--- src/design/kwm_pkg.sv ---
// Shared types, codes and defaults for the k-way merge engine.
package kwm_pkg;

  localparam int unsigned VAL_W          = 32;
  localparam int unsigned SEL_W          = 3;
  localparam int unsigned LISTS_DEF      = 8;
  localparam int unsigned LIST_DEPTH_DEF = 1024;
  localparam int unsigned CMDQ_DEPTH     = 2;

  typedef enum logic [1:0] {
    ACT_LOAD  = 2'd0,
    ACT_POP   = 2'd1,
    ACT_CLEAR = 2'd2
  } kwm_action_e;

  typedef enum logic [1:0] {
    OP_LOAD,
    OP_POP,
    OP_CLEAR
  } kwm_op_e;

  typedef struct packed {
    kwm_action_e              action;
    logic [SEL_W-1:0]         list_select;
    logic signed [VAL_W-1:0]  load_value;
  } kwm_in_t;

  typedef struct packed {
    logic signed [VAL_W-1:0]  merged_value;
    logic [SEL_W-1:0]         source_list;
    logic                     lists_exhausted;
    logic                     load_overflow;
  } kwm_out_t;

  typedef struct packed {
    kwm_op_e                  op;
    logic [SEL_W-1:0]         sel;
    logic signed [VAL_W-1:0]  value;
  } kwm_cmd_t;

endpackage

--- src/design/kwm_front.sv ---
// Front end: accepts input items, decodes them into commands, drops no-op items and loads to a list beyond LISTS.
module kwm_front #(
  parameter int unsigned LISTS = kwm_pkg::LISTS_DEF
) (
  input  logic             clk_i,
  input  logic             rst_ni,
  input  logic             in_valid_i,
  output logic             in_ready_o,
  input  kwm_pkg::kwm_in_t in_i,
  output logic             cmd_valid_o,
  input  logic             cmd_ready_i,
  output kwm_pkg::kwm_cmd_t cmd_o
);
  import kwm_pkg::*;

  logic     cmd_valid_q;
  kwm_cmd_t cmd_q, cmd_d;
  logic     keep_d;
  logic     accept;

  assign in_ready_o  = !cmd_valid_q || cmd_ready_i;
  assign accept      = in_valid_i && in_ready_o;
  assign cmd_valid_o = cmd_valid_q;
  assign cmd_o       = cmd_q;

  always_comb begin
    keep_d      = 1'b0;
    cmd_d.op    = OP_POP;
    cmd_d.sel   = in_i.list_select;
    cmd_d.value = in_i.load_value;
    unique case (in_i.action)
      ACT_LOAD: begin
        cmd_d.op = OP_LOAD;
        keep_d   = (32'(in_i.list_select) < LISTS);
      end
      ACT_POP: begin
        cmd_d.op = OP_POP;
        keep_d   = 1'b1;
      end
      ACT_CLEAR: begin
        cmd_d.op = OP_CLEAR;
        keep_d   = 1'b1;
      end
      default: keep_d = 1'b0;
    endcase
  end

  always_ff @(posedge clk_i or negedge rst_ni) begin
    if (!rst_ni) begin
      cmd_valid_q <= 1'b0;
    end else if (accept) begin
      cmd_valid_q <= keep_d;
    end else if (cmd_ready_i) begin
      cmd_valid_q <= 1'b0;
    end
  end

  always_ff @(posedge clk_i) begin
    if (accept) begin
      cmd_q <= cmd_d;
    end
  end

endmodule

--- config.mk ---
export PLATFORM = sky130hd
export DESIGN_NAME = kwm_front
export DESIGN_NICKNAME = d
export VERILOG_FILES = /design/src/design/kwm_pkg.sv /design/src/design/kwm_front.sv
export SDC_FILE = /design/constraint.sdc
export NUM_CORES = 1
export LEC_CHECK = 0
export BUFFER_PORTS_ARGS = -buffer_cell sky130_fd_sc_hd__buf_2
export CAP_MARGIN = 20
export CORE_MARGIN = 2
export CORE_UTILIZATION = 40
export CTS_CLUSTER_SIZE = 10
export DETAILED_ROUTE_END_ITERATION = 6
export GPL_ROUTABILITY_DRIVEN = 0
export GPL_TIMING_DRIVEN = 0
export PLACE_DENSITY = 0.78
export SLEW_MARGIN = 15
export SYNTH_ARGS = -nofsm -noshare
export SYNTH_HDL_FRONTEND = slang
export SYNTH_SLANG_ARGS = --single-unit
export TNS_END_PERCENT = 50
--- constraint.sdc ---
create_clock -name clk_i -period 1.6 [get_ports clk_i]
set_input_delay 0.08 -clock clk_i [delete_from_list [all_inputs] [get_ports clk_i]]
set_output_delay 0.08 -clock clk_i [all_outputs]
set_load 0.05 [all_outputs]
Yosys cells after proc, flatten, opt, wreduce, memory -nomap -nowiden
Index checks and enable logic that the tools add are counted.
{ "word_totals": {"output_inout_bits": 39, "regBits": 38, "wordCells": 16} }
{ "op_classes": {"eq_ne": 2, "reduce_logical": 6, "mux": 4} }
{ "op_table": {"columns": ["operator", "n"], "rows": [
  ["2-bit one-hot mux with 2 select lines", 1],
  ["1-bit two-way mux", 3],
  ["3-bit OR reduction", 1],
  ["2-bit by 1-bit equality test with 1-bit output (second input constant)", 1],
  ["2-bit equality test (second input constant)", 1],
  ["2-bit zero test", 1],
  ["2-bit nonzero test", 1],
  ["1-bit logical AND", 1],
  ["1-bit zero test", 1],
  ["1-bit logical OR", 1]
]} }

Logic depth before layout (Yosys ltp)
{ "logic_depth": {"ltp_word": 4, "ltp_mapped": 2, "ltp_nobuf": 2} }

Worst setup path before layout
Ideal clock, no wire load.
{ "synth_timing": {"path_type": "reg-to-reg", "start": "register cmd_valid_q, in the netlist cmd_valid_o", "end": "register cmd_q (netlist bit cmd_o[0]) (enable)", "path_slack_ps": 11, "t_arrival_ps": 1241, "stages_incl_launch_ff": 3, "setup_ps": 348, "required_time_ps": 1252, "synth_period_minus_slack_ps": 1589, "cell_sequence": "dfrtp_1 > nand2b_4 > and2_4"} }
{ "synth_between": {"elab_chain_cells": 3} }
{ "synth_lines": {"columns": ["element", "line_no", "text"], "rows": [
  ["start: declaration", "kwm_front.sv:16", "logic cmd_valid_q;"],
  ["start signal: assignment", "kwm_front.sv:52", "cmd_valid_q <= keep_d;"],
  ["1-bit zero test", "kwm_front.sv:21", "assign in_ready_o = !cmd_valid_q || cmd_ready_i;"],
  ["1-bit logical OR", "kwm_front.sv:21", null],
  ["net in_ready_o", "kwm_front.sv:8", "output logic in_ready_o,"],
  ["1-bit logical AND", "kwm_front.sv:22", "assign accept = in_valid_i && in_ready_o;"],
  ["net accept", "kwm_front.sv:19", "logic accept;"],
  ["end signal: assignment", "kwm_front.sv:60", "cmd_q <= cmd_d;"],
  ["end: declaration", "kwm_front.sv:17", "kwm_cmd_t cmd_q, cmd_d;"]
]} }
The timed path passes the listed nets, and every way through them passes these cells.
A chain may end at the register's enable or synchronous reset.

Worst setup path after layout
{ "layout_timing": {"start": "register cmd_valid_q, in the netlist cmd_valid_o", "end": "register cmd_q (netlist bit cmd_o[2]) (enable)"} }
{ "layout_between": {"elab_chain_cells": 3} }
{ "layout_lines": {"columns": ["element", "line_no"], "rows": [
  ["1-bit zero test", "kwm_front.sv:21"],
  ["1-bit logical OR", "kwm_front.sv:21"],
  ["1-bit logical AND", "kwm_front.sv:22"],
  ["net accept", "kwm_front.sv:19"]
]} }
The timed path passes the listed nets, and every way through them passes these cells.

==> results by stage <==
Die:
- From left edge to right edge, the die measures 58.37 um.
- For this configuration, the core starts out at a cell density of 0.4251.
- The number of top-level design ports is 80.
- The floorplan step defined a die boundary enclosing 3407 um2.
- The placeable core region is 2781 um2.
- The row count is 19.
- The vertical die dimension is 58.37 um.

Final layout:
- The fraction of final layout cells sized beyond drive strength 1 is 0.5235.
- The antenna diode count is 0.
- The summed area of non-filler cells in the final layout is 2090 um2.
- The area growth from synthesis to layout is 76.72%.
- The number of filler cells placed in the layout is 174.
- The footprint of the flip-flops and latches is 1136 um2.
- After the last flow step, the layout net total stands at 210.
- The area taken by multi-input logic gates is 42.54 um2.
- The number of standard cells in the final layout excluding fillers is 201.

Drt:
- The total vias in the final route is 904.
- After the first detailed-routing iteration, the DRC count stood at 12.
- The per-cell via count in the routed design is 4.498.
- The mean routed wirelength per cell is 14.82 um.
- The final antenna-violating net count is 0.
- The first detailed-routing pass ran for 3 iterations.
- The number of design rule violations left after detail routing is 0.
- After detailed routing, the total wire length is 2978 um.

GRT:
- The first-pass GRT wire length is 4643 um.
- Entering global routing, the biggest net connects 38 pins.
- The number of antenna violations at the first check in global routing came to 0.
- The via count of the first global-routing pass is 1013.
- The remaining global-route overflow is 0.
- The total routing resource utilization after global routing is 0.1978.

Clocking:
- Clock-pin slew was measured on the worst setup and hold paths at 110 ps.
- Once the clock tree was built, the setup fixing pass inserted 0 buffers.
- The worst-case clock buffer depth is 2.
- The post-cts resize count is 0.
- The clock sink total is 38.
- The clock network latency to the later pin of the worst-skew pair is 350 ps.
- Clock tree synthesis selected as its root buffer the cell sky130_fd_sc_hd__clkbuf_4.
- The number of CTS-inserted buffers is 5.
- The clock tree from TritonCTS is yes.
- CTS built an H-tree with a depth of 2.

STA:
- The smallest clock period supported by the final layout is computed as 1322 ps.
- Of the available clock period, the critical path in the final layout requires 0.8263.
- At the pin with the least slew margin, the transition time is 465.1 ps.
- The worst relative slew slack is 0.6900.
- Setup violations remaining at the end of the flow were counted as 0.
- Setup repair after global routing left no endpoint under its margin.
- The final-report hold violation count is 0.
- The final setup skew is 10.02 ps.
- For this run, the top clock speed supported by timing is 0.7564 GHz.
- After routing, the total negative slack on setup checks comes to 0 ps.
- The total count of max-transition violations in the final report is 0.

Worst setup path:
- The setup check on the worst reg-to-reg path leaves a slack of 280 ps.
- Among all stages on the critical path, the largest delay is contributed by sky130_fd_sc_hd__and2_4.
- STA puts the critical path data arrival time at 1310 ps.
- On the worst path, the slowest cell contributes a delay of 450 ps.
- The number of buffers and inverters on the critical path is 0.
- The critical path goes through nand2b_4 > and2_4.
- STA classifies the critical path endpoint as a flop.
- Grouping stages by cell kind, the critical path spends the most delay in simple AND/OR/NAND/NOR gates.
- The origin of the critical flop-to-flop path is cmd_valid_o$_DFFE_PN0P_.
- Counting cells, the worst reg-to-reg path comes to 2.
- The capture instance of the worst register-to-register path is cmd_o[2]$_DFFE_PP_.
- By startpoint and endpoint, the worst setup path is classified as flop to flop.
- Data on the critical path is required at its endpoint by 1590 ps.
- The worst setup path is launched from a flop.
- The maximum fanout encountered on the critical timing path is 37.

Yosys:
- Counting flops with a built-in enable in the synthesized netlist gives 37.
- By instance count, the leading cell after synthesis is sky130_fd_sc_hd__edfxtp_1.
- The number of nets in the synthesized netlist is 85.
- The number of flip-flops and latches in the synthesized netlist is 38.
- The area fraction of the dominant cell type after synthesis is 0.9397.
- Counting every instance in the synthesized netlist gives 44.
- The number of warnings printed during yosys synthesis is 0.
- By area the synthesized netlist is led by sky130_fd_sc_hd__edfxtp_1 94%, sky130_fd_sc_hd__dfrtp_1 2.1%, sky130_fd_sc_hd__nand2b_4 1.2%.
- The main flop type after synthesis is sky130_fd_sc_hd__edfxtp_1.
- The largest total area in the synthesized netlist belongs to sky130_fd_sc_hd__edfxtp_1.
- A synthesized cell averages 26.87 um2.
- The netlist area before placement is 1182 um2.
- After synthesis, the share of flip-flops with an asynchronous set or reset is 0.02632.
- The share of the Yosys chip area taken by registers is 0.9608.
- The count of distinct cell types in the synthesized netlist is 8.

Place:
- Once placement finished, the instance area stood at 1617 um2.
- The post-placement cell count is 154.
- The count of buffers added on input and output ports is 79.

Worst hold path:
- The worst hold path belongs to the class input pin to flop.
- The worst hold endpoint is cmd_o[36]$_DFFE_PP_.
- The hold path depth is 2.
- The worst hold path begins at in_i[35].

Power and ir drop:
- Across the VDD grid, the largest voltage drop is 0.0009926 V.
- The power density normalized to cell area is 1081 nW/um2.
- The leakage component of the power is 0.9034 nW.

Job:
- Max-cap violations in this run came to 0.

Outcome:
- The flow ran to the end, and the final reports show no timing, DRC or antenna violations.
where the power goes:
part	internal (W)	switching, W	leakage [nW]	total [W]
clock	0.000328	0.000321	0.0374	0.000649
combinational	0.000143	0.000286	0.500	0.000429
sequential	0.00116	0.0000170	0.366	0.00118
per-stage QoR:
stage / total power (W) / utilization / hold WS, ps / worst slack, ps
floorplan: 0.001443 / - / -215.6 / 11.26
global placement: 0.001541 / 0.5812 / -144.8 / 345.7
detailed placement: 0.001549 / 0.5812 / -143.4 / 294.3
CTS: 0.002264 / 0.7512 / 2.948 / 273.2
global route: 0.002345 / 0.7512 / 21.60 / 226.3
finish: 0.002258 / 0.7512 / 37.31 / 277.9
routing by layer:
layer,up-vias,global-route usage,part of all wire
li1,422,-,-
met1,417,0.2058,0.37
met2,56,0.3274,0.49
met3,9,0.1011,0.11
met4,0,0.09967,0.024
met5,-,0,0
sequential cells by signal (all words and copies together), names as in the netlist:
name         cells
cmd_o           37
cmd_valid_o      1
worst max-delay path by stage:
stage,cells after the start,to,start,slack (ps)
global route,2,cmd_o[15]$_DFFE_PP_,cmd_valid_o$_DFFE_PN0P_,230
CTS,2,cmd_o[12]$_DFFE_PP_,cmd_valid_o$_DFFE_PN0P_,270
finish,2,cmd_o[2]$_DFFE_PP_,cmd_valid_o$_DFFE_PN0P_,280
detailed placement,2,cmd_o[15]$_DFFE_PP_,cmd_valid_o$_DFFE_PN0P_,290
global placement,2,cmd_o[29]$_DFFE_PP_,cmd_valid_o$_DFFE_PN0P_,350
floorplan,2,cmd_o[0]$_DFFE_PP_,cmd_valid_o$_DFFE_PN0P_,10
kinds of logic (layout without fill, tap and decap cells):
family / count (synthesis) / count (layout) / share of synthesized area
buffers and inverters: 1 / 127 / 0.003172
and+or+nand+nor: 4 / 4 / 0.02751
AOI/OAI and AO/OA: 1 / 1 / 0.008466
DFF: 38 / 38 / 0.9608
cell type report:
cell class,count,area share
clock buffers,5,0.01796
clock inverters,3,0.02156
plain buffers,1,0.001796
repair buffers,118,0.3760
flip-flops and latches,38,0.5437
well taps,31,0.01856
multi-input cells,5,0.02036
cells in the final DEF (no fill, tap or decap), drive strengths merged:
cell / count
clkinvlp: 2
nor2b: 1
nand2: 1
buf: 79
and2: 1
nand2b: 1
dlygate4sd3: 39
dfrtp: 1
a21bo: 1
bufinv: 1
clkbuf: 6
edfxtp: 37
what timing repair did:
action | in CTS | in global routing
endpoints found under the setup margin | 0 | 0
endpoints found under the hold margin | 37 | 0
hold buffers | 39 | 0
No activity file was read; power rests on OpenSTA's default activity.
