[src/design/kwm_pkg.sv]
// Shared types, codes and defaults for the k-way merge engine.
package kwm_pkg;

  localparam int unsigned VAL_W          = 32;
  localparam int unsigned SEL_W          = 3;
  localparam int unsigned LISTS_DEF      = 8;
  localparam int unsigned LIST_DEPTH_DEF = 1024;
  localparam int unsigned CMDQ_DEPTH     = 2;

  typedef enum logic [1:0] {
    ACT_LOAD  = 2'd0,
    ACT_POP   = 2'd1,
    ACT_CLEAR = 2'd2
  } kwm_action_e;

  typedef enum logic [1:0] {
    OP_LOAD,
    OP_POP,
    OP_CLEAR
  } kwm_op_e;

  typedef struct packed {
    kwm_action_e              action;
    logic [SEL_W-1:0]         list_select;
    logic signed [VAL_W-1:0]  load_value;
  } kwm_in_t;

  typedef struct packed {
    logic signed [VAL_W-1:0]  merged_value;
    logic [SEL_W-1:0]         source_list;
    logic                     lists_exhausted;
    logic                     load_overflow;
  } kwm_out_t;

  typedef struct packed {
    kwm_op_e                  op;
    logic [SEL_W-1:0]         sel;
    logic signed [VAL_W-1:0]  value;
  } kwm_cmd_t;

endpackage

[src/design/kwm_cmd_fifo.sv]
// Short command queue between the front end and the merge back end.
module kwm_cmd_fifo (
  input  logic              clk_i,
  input  logic              rst_ni,
  input  logic              push_valid_i,
  output logic              push_ready_o,
  input  kwm_pkg::kwm_cmd_t push_i,
  output logic              pop_valid_o,
  input  logic              pop_ready_i,
  output kwm_pkg::kwm_cmd_t pop_o
);
  import kwm_pkg::*;

  localparam int unsigned PW = $clog2(CMDQ_DEPTH);
  localparam int unsigned NW = $clog2(CMDQ_DEPTH + 1);

  kwm_cmd_t        slot_q [CMDQ_DEPTH];
  logic [PW-1:0]   wptr_q, rptr_q;
  logic [NW-1:0]   count_q;
  logic            do_push, do_pop;

  assign push_ready_o = (count_q != NW'(CMDQ_DEPTH));
  assign pop_valid_o  = (count_q != '0);
  assign do_push      = push_valid_i && push_ready_o;
  assign do_pop       = pop_valid_o && pop_ready_i;
  assign pop_o        = slot_q[rptr_q];

  always_ff @(posedge clk_i or negedge rst_ni) begin
    if (!rst_ni) begin
      wptr_q  <= '0;
      rptr_q  <= '0;
      count_q <= '0;
    end else begin
      if (do_push) begin
        wptr_q <= (wptr_q == PW'(CMDQ_DEPTH - 1)) ? '0 : wptr_q + 1'b1;
      end
      if (do_pop) begin
        rptr_q <= (rptr_q == PW'(CMDQ_DEPTH - 1)) ? '0 : rptr_q + 1'b1;
      end
      if (do_push && !do_pop) begin
        count_q <= count_q + 1'b1;
      end else if (do_pop && !do_push) begin
        count_q <= count_q - 1'b1;
      end
    end
  end

  always_ff @(posedge clk_i) begin
    if (do_push) begin
      slot_q[wptr_q] <= push_i;
    end
  end

endmodule

[config.mk]
export PLATFORM = sky130hd
export DESIGN_NAME = kwm_cmd_fifo
export DESIGN_NICKNAME = d
export VERILOG_FILES = /design/src/design/kwm_pkg.sv /design/src/design/kwm_cmd_fifo.sv
export SDC_FILE = /design/constraint.sdc
export NUM_CORES = 1
export LEC_CHECK = 0
export BUFFER_PORTS_ARGS = -buffer_cell sky130_fd_sc_hd__buf_4
export CAP_MARGIN = 10
export CORE_MARGIN = 2
export CORE_UTILIZATION = 40
export DETAILED_ROUTE_END_ITERATION = 8
export PLACE_DENSITY = 0.65
export SLEW_MARGIN = 20
export SYNTH_ARGS = -nofsm -noshare
export SYNTH_HDL_FRONTEND = slang
export SYNTH_SLANG_ARGS = --single-unit
[constraint.sdc]
create_clock -name clk_i -period 4.5 [get_ports clk_i]
set_input_delay 0.45 -clock clk_i [delete_from_list [all_inputs] [get_ports clk_i]]
set_output_delay 0.45 -clock clk_i [all_outputs]
set_load 0.005 [all_outputs]
### Word-level counts from Yosys, hierarchy flattened

Memories as Yosys holds them, arrays and structs flattened.
Index checks and enable logic that the tools add are counted.

* reduce and logical (&&, ||, !) cells: 8
* muxes and demuxes: 6
* add/sub/neg operators: 4
* equal/unequal tests: 1

Operators with widths (count)
* logical AND 1 bit: 4
* two-way mux 1 bit: 4
* two-way mux 2 bit: 2
* nonzero test 2 bit: 2
* adder 1 bit, second input constant: 2
* adder 2 x 1 -> 2 bit, second input constant: 1
* logical NOT 1 bit: 2
* inequality test 2 bit, second input constant: 1
* subtractor 2 x 1 -> 2 bit, second input constant: 1

* memories kept: 1
* bits in writable memories: 74
* output and inout bits: 39
* register bits: 4

Memories
* slot_q: words 2, width 37, rd ports 1, clocked after memory_dff 0, wr ports 1, line kwm_cmd_fifo.sv:17 `kwm_cmd_t slot_q [CMDQ_DEPTH];`

### Longest topological paths before layout

Gate-level depths: netlist of the first run.

* word-level depth: 6
* depth in mapped cells: 7
* depth with buffers taken out: 7

### Worst setup path before layout of the first run

Ideal clock, no wire load.

* path type: register to register
* from: reg count_q[0]
* to: mem slot_q[0][0] (netlist bit), enable pin
* path buffers: 0
* setup slack: 1.858 ns
* required time: 4.069 ns
* arrival time: 2.211 ns
* stages on the path, launching flop included: 4
* library setup time: 0.431 ns
* cells stage by stage: dfrtp_1 > nand2b_1 > nand2_1 > nor2_1

* word-level cells in the longest chain between the ends: 4

Ends and longest elaborated chain
* start, declared: line kwm_cmd_fifo.sv:19 `logic [NW-1:0] count_q;`
* start signal, assigned: line kwm_cmd_fifo.sv:41 `count_q <= count_q + 1'b1;`
* start signal, assigned: line kwm_cmd_fifo.sv:43 `count_q <= count_q - 1'b1;`
* inequality test 2 bit: line kwm_cmd_fifo.sv:22 `assign push_ready_o = (count_q != NW'(CMDQ_DEPTH));`
* net push_ready_o: line kwm_cmd_fifo.sv:6 `output logic push_ready_o,`
* logical AND 1 bit: line kwm_cmd_fifo.sv:24 `assign do_push = push_valid_i && push_ready_o;`
* two-way mux 1 bit: line kwm_cmd_fifo.sv:49 `if (do_push) begin`
* two-way mux 1 bit (implied by the code): line kwm_cmd_fifo.sv:50 `slot_q[wptr_q] <= push_i;`
* end, declared: line kwm_cmd_fifo.sv:17

The timed path passes the listed nets, and every way through them passes these cells.

==> results.py, run 1 <==
metrics = {
    "worst_setup_path": {
        "r2r-start": "count_q[0]$_DFFE_PN0P_",
        "path_cells": "mux2_2, buf_4",
        "path_delay_family": "flip-flops",
        "startpoint_type": "flip-flop",
        "endpoint_kind": "output port",
        "cp_num_buf_inv": 1,
        "crit_required_ns": 4.05,
        "critPathKind": "flip-flop to output port",
        "crit_start": "rptr_q$_DFFE_PN0P_",
        "reg2regPathDepth": 4,
        "reg2reg_setup_slack_ns": 2.70,
        "worst-path-max-fanout": 38,
        "cp.arrival_ns": 1.99,
        "worstReg2RegEnd": "slot_q[0][19]$_DFFE_PP_",
        "crit_path_top_delay_cell": "dfrtp_2",
        "slowest_delay_ns": 1.08,
    },
    "status": {
        "status": "complete, no violations",
    },
    "hold_path": {
        "hold_path.class": "input port to flip-flop",
        "whs_endpoint": "slot_q[1][24]$_DFFE_PP_",
        "holdCritStartpoint": "push_i[24]",
        "whs_path_depth": 1,
    },
    "final_layout": {
        "final_cell_mix": "buf_4 (79), edfxtp_1 (74), mux2_4 (20)",
        "nFillCells": 597,
        "antenna_cells": 0,
        "regArea_um2": 2320,
        "final_nets": 263,
        "fin_util_pct": 53.5,
        "syn2layout_area_growth_pct": 30.2,
        "multiInputGateArea_um2": 591,
        "mostFrequentLayoutCell": "buf_4",
        "drive_gt1_share_pct": 58.8,
    },
    "drt": {
        "antenna_left": 0,
        "dr.pass1.iters": 4,
        "vias": 1460,
        "drc": 0,
        "drtIter0Drc": 64,
        "drt-total-wl_um": 4880,
        "vias_per_cell": 4.49,
        "wl_per_cell_um": 15.0,
    },
    "power": {
        "swShare_pct": 27.2,
        "p_comb_share_pct": 31.4,
        "peakVddDrop_mv": 0.503,
        "p_per_area_nw_per_um2": 595,
        "intPower_mw": 1.66,
        "p_leak_nw": 1.49,
        "p_sw_mw": 0.621,
        "total_power_mw": 2.28,
        "power_frac_seq_pct": 49.3,
        "p_clk_share_pct": 19.2,
    },
    "yosys": {
        "ys_seq_area_share_pct": 78.8,
        "ys.warnings.count": 0,
        "ys_ff_latch": 78,
        "syn_area_per_cell_um2": 22.2,
        "syn_inst": 133,
        "syn_area_um2": 2950,
        "syn-num-nets": 175,
        "synth_cell_types": 15,
    },
    "timing": {
        "tns_ns": 0,
        "setup_violations": 0,
        "finalHoldViolations": 0,
        "clock_skew_ns": 0.0131,
        "period_minus_slack_ns": 2.44,
        "worst_pin_slew_ns": 1.07,
        "drv_slew": 0,
        "relSlewSlack_pct": 28.4,
        "max_freq_mhz": 410,
        "final.setup.worst_slack_ns": 2.06,
        "rsz0062_at_grt": "false",
        "holdWs_ns": 0.299,
        "final.period_utilization_pct": 54.2,
    },
    "global_route": {
        "grt_pass1_vias": 1538,
        "track_usage_pct": 12.8,
        "grt_max_degree": 39,
        "antenna_found_initial": 0,
        "overflow": 0,
        "grt_pass1_wl_um": 7730,
    },
    "floorplanning": {
        "initial_core_util_pct": 41.1,
        "die_area_um2": 8070,
        "ios": 80,
        "die_h_um": 89.8,
        "rows": 31,
        "core_um2": 7180,
        "die_w_um": 89.8,
    },
    "clock_tree": {
        "cts_made_buffers": 9,
        "path_clk_slew_ns": 0.08,
        "cts.sinks": 78,
        "ctsHtreeMaxLevel": 3,
        "cts_root_buf": "clkbuf_8",
        "cts_tree": "done",
        "clockBufferDepth": 2,
        "post-cts-setup-buffers": 0,
        "clk-insertion-delay-late_ns": 0.33,
    },
    "placed_design": {
        "gp_congestion": 0.691,
        "dpl_worst_slack_ns": 2.36,
        "dp_hpwl_um": 3040,
        "port_buffers": 79,
    },
    "run": {
        "maxCapViolCount": 0,
    },
}
## cell families after synthesis
family | share of synthesized area, %
muxes | 16.7
DFF | 78.8
and+or+nand+nor | 1.15
xor gates and xnor gates | 1.49
buffers and inverters | 1.44
adders and majority gates | 0.425
## flip-flops by register name (all words and copies together) (netlist names)
signal,count
count_q,2
slot_q,74
wptr_q,1
rptr_q,1
## cell usage after synthesis
master	count	share of area, %
buf_6	3	1.1
and3_1	1	0.21
nor2_1	2	0.25
xor2_1	2	0.59
inv_1	1	0.13
or2_1	1	0.21
nand2_1	2	0.25
mux2_2	17	6.5
xnor2_1	3	0.89
ha_1	1	0.42
nand2b_1	1	0.21
edfxtp_1	74	75
mux2_4	20	10
dfrtp_1	4	3.4
buf_2	1	0.17
## final cells by class
| cell class | instances | area share, % |
|---|---|---|
| Clock inverter | 6 | 0.978 |
| Sequential cell | 78 | 60.5 |
| Clock buffer | 10 | 3.33 |
| Timing Repair Buffer | 81 | 16.4 |
| Inverter | 1 | 0.0978 |
| Tap cell | 99 | 3.23 |
| Multi-Input combinational cell | 50 | 15.4 |
## stage by stage
stage / area [um^2] / instances
5_1_grt: 3840 / 325
2_1_floorplan: 2950 / 133
6_report: 3840 / 325
3_3_place_gp: 3630 / 307
4_1_cts: 3810 / 324
3_5_place_dp: 3630 / 307
## timing repair
action,in CTS,in global routing
resized for setup,0,0
endpoints found under the hold margin,4,0
setup endpoints to repair,0,0
hold buffers,1,0
## how the worst max path moves through the flow
stage	endpoint	slack (ns)	cells after the start
after floorplan	slot_q[0][0]$_DFFE_PP_	1.86	3
after global placement	pop_o[10]	2.37	2
after detailed placement	pop_o[10]	2.36	2
after CTS	pop_o[10]	2.00	2
after global routing	pop_o[10]	1.95	2
final	pop_o[11]	2.06	2
## power by group through the flow
stage	Clock (mW)	Sequential [mW]	Combinational [mW]
final	0.439	1.13	0.717
after global routing	0.488	1.15	0.777
after CTS	0.454	1.13	0.713
after detailed placement	0	1.15	0.711
after global placement	0	1.14	0.706
after floorplan	0	1.05	0.471
## per-layer routing
metal	vias to the layer above	track usage, %	wire length [um]
met1	716	14.5	1970
met5	-	0	0
li1	686	-	-
met2	49	21.7	2580
met3	9	3.86	242
met4	0	6.92	98
Power figures use the tool's default switching activity.
==> run 2: changes to the inputs <==
Clock period 4.5 ns to 2.5 ns, I/O delays scaled along.
==> results.py, run 2 (synthesized netlist as in run 1, its figures left out) <==
metrics = {
    "placed_design": {
        "gp_congestion": 0.725,
        "port_buffers": 79,
        "dp_hpwl_um": 3360,
    },
    "timing": {
        "relSlewSlack_pct": 61.5,
        "drv_slew": 0,
        "final.period_utilization_pct": 79.8,
        "tns_ns": 0,
        "worst_pin_slew_ns": 0.577,
        "period_minus_slack_ns": 2.00,
        "clock_skew_ns": 0.00418,
        "setup_violations": 0,
        "max_freq_mhz": 501,
        "finalHoldViolations": 0,
        "rsz0062_at_grt": "false",
        "holdWs_ns": 0.101,
    },
    "floorplanning": {
        "rows": 31,
        "die_w_um": 89.8,
        "die_h_um": 89.8,
        "ios": 80,
        "core_um2": 7180,
        "die_area_um2": 8070,
        "initial_core_util_pct": 41.1,
    },
    "drt": {
        "drtIter0Drc": 90,
        "drt-total-wl_um": 4990,
        "antenna_left": 0,
        "vias_per_cell": 4.43,
        "vias": 1449,
        "drc": 0,
        "dr.pass1.iters": 2,
        "wl_per_cell_um": 15.3,
    },
    "final_layout": {
        "largest_register_ffs": 74,
        "reg_top3": "slot_q x74, count_q x2",
        "final_cell_mix": "buf_4 (79), edfxtp_1 (74), mux2_4 (20)",
        "final_nets": 265,
        "syn2layout_area_growth_pct": 30.9,
        "mostFrequentLayoutCell": "buf_4",
        "largest_register": "slot_q",
        "antenna_cells": 0,
        "drive_gt1_share_pct": 57.9,
    },
    "clock_tree": {
        "clockBufferDepth": 2,
        "clk-insertion-delay-late_ns": 0.33,
        "cts_tree": "done",
        "ctsResizeCount": 0,
        "cts.sinks": 78,
        "path_clk_slew_ns": 0.07,
        "cts_made_buffers": 9,
        "cts_root_buf": "clkbuf_8",
        "ctsHtreeMaxLevel": 3,
    },
    "hold_path": {
        "whs_path_depth": 1,
        "hold_path.class": "input port to flip-flop",
        "holdCritStartpoint": "push_i[35]",
        "whs_endpoint": "slot_q[1][35]$_DFFE_PP_",
    },
    "worst_setup_path": {
        "reg2regPathDepth": 4,
        "startpoint_type": "flip-flop",
        "path_delay_family": "flip-flops",
        "reg2reg_setup_slack_ns": 0.76,
        "crit_path_top_delay_cell": "dfrtp_2",
        "critPathKind": "flip-flop to output port",
        "cp.arrival_ns": 1.75,
        "slowest_delay_ns": 0.65,
        "cp_num_buf_inv": 2,
        "r2r-start": "count_q[0]$_DFFE_PN0P_",
        "worstReg2RegEnd": "slot_q[0][17]$_DFFE_PP_",
        "path_cells": "buf_12, mux2_2, buf_4",
        "worst-path-max-fanout": 23,
        "endpoint_kind": "output port",
        "crit_required_ns": 2.25,
    },
    "global_route": {
        "grt_pass1_vias": 1603,
        "overflow": 0,
        "grt_pass1_wl_um": 8030,
        "grt_max_degree": 24,
        "track_usage_pct": 13.0,
        "antenna_found_initial": 0,
    },
    "run": {
        "maxCapViolCount": 0,
    },
    "power": {
        "peakVddDrop_mv": 0.513,
        "p_leak_nw": 1.50,
        "p_per_area_nw_per_um2": 1070,
    },
    "status": {
        "status": "complete, no violations",
    },
}
-- run 2: cell types whose count changed in the layout (fill, tap and decap cells not counted), sizes merged --
cell | previous run | this run
clkinvlp | 1 | 0
inv | 2 | 1
buf | 80 | 82
clkbuf | 10 | 14
clkinv | 4 | 2
-- run 2: worst max path at each step --
stage / cells past startpoint / end / start
2_1_floorplan: 3 / slot_q[0][0]$_DFFE_PP_ / count_q[0]$_DFFE_PN0P_
3_3_place_gp: 4 / slot_q[0][16]$_DFFE_PP_ / count_q[0]$_DFFE_PN0P_
3_5_place_dp: 4 / slot_q[0][22]$_DFFE_PP_ / count_q[0]$_DFFE_PN0P_
4_1_cts: 3 / pop_o[24] / rptr_q$_DFFE_PN0P_
5_1_grt: 3 / pop_o[23] / rptr_q$_DFFE_PN0P_
6_report: 3 / pop_o[36] / rptr_q$_DFFE_PN0P_
-- run 2: cell type report --
cell class / instances / area (um^2)
Fill cell: 605 / 3320
Sequential cell: 78 / 2320
Timing Repair Buffer: 83 / 663
Multi-Input combinational cell: 50 / 591
Clock buffer: 14 / 143
Tap cell: 99 / 124
Clock inverter: 2 / 8.76
Inverter: 1 / 3.75
-- run 2: per-stage QoR --
stage | total power, mW | util (%) | instance area [um^2] | std cells | worst slack, ns
final | 4.11 | 53.7 | 3860 | 327 | 0.505
after global placement | 3.39 | 51.5 | 3690 | 310 | 0.784
after detailed placement | 3.42 | 51.5 | 3690 | 310 | 0.725
after floorplan | 2.74 | - | 2950 | 133 | 0.469
after global routing | 4.33 | 53.7 | 3860 | 327 | 0.428
after CTS | 4.18 | 53.7 | 3860 | 327 | 0.472
-- run 2: routing by layer --
layer | up-vias | routed length, um | GRT usage, %
li1 | 694 | - | -
met1 | 712 | 2070 | 15.9
met2 | 40 | 2640 | 21.8
met3 | 3 | 251 | 3.94
met4 | 0 | 37 | 5.00
met5 | - | 0 | 0
-- run 2: report_power, final --
group / total, mW / internal, mW / switching, mW / leakage, nW
registers: 1.93 / 1.79 / 0.143 / 0.733
clock network: 0.756 / 0.358 / 0.397 / 0.0761
logic: 1.42 / 0.867 / 0.555 / 0.691
-- run 2: repair_timing --
| action | in CTS | in global routing |
|---|---|---|
| buffers inserted | 0 | 0 |
| endpoints found under the setup margin | 0 | 0 |
| endpoints found under the hold margin | 4 | 0 |
| hold buffers | 1 | 0 |
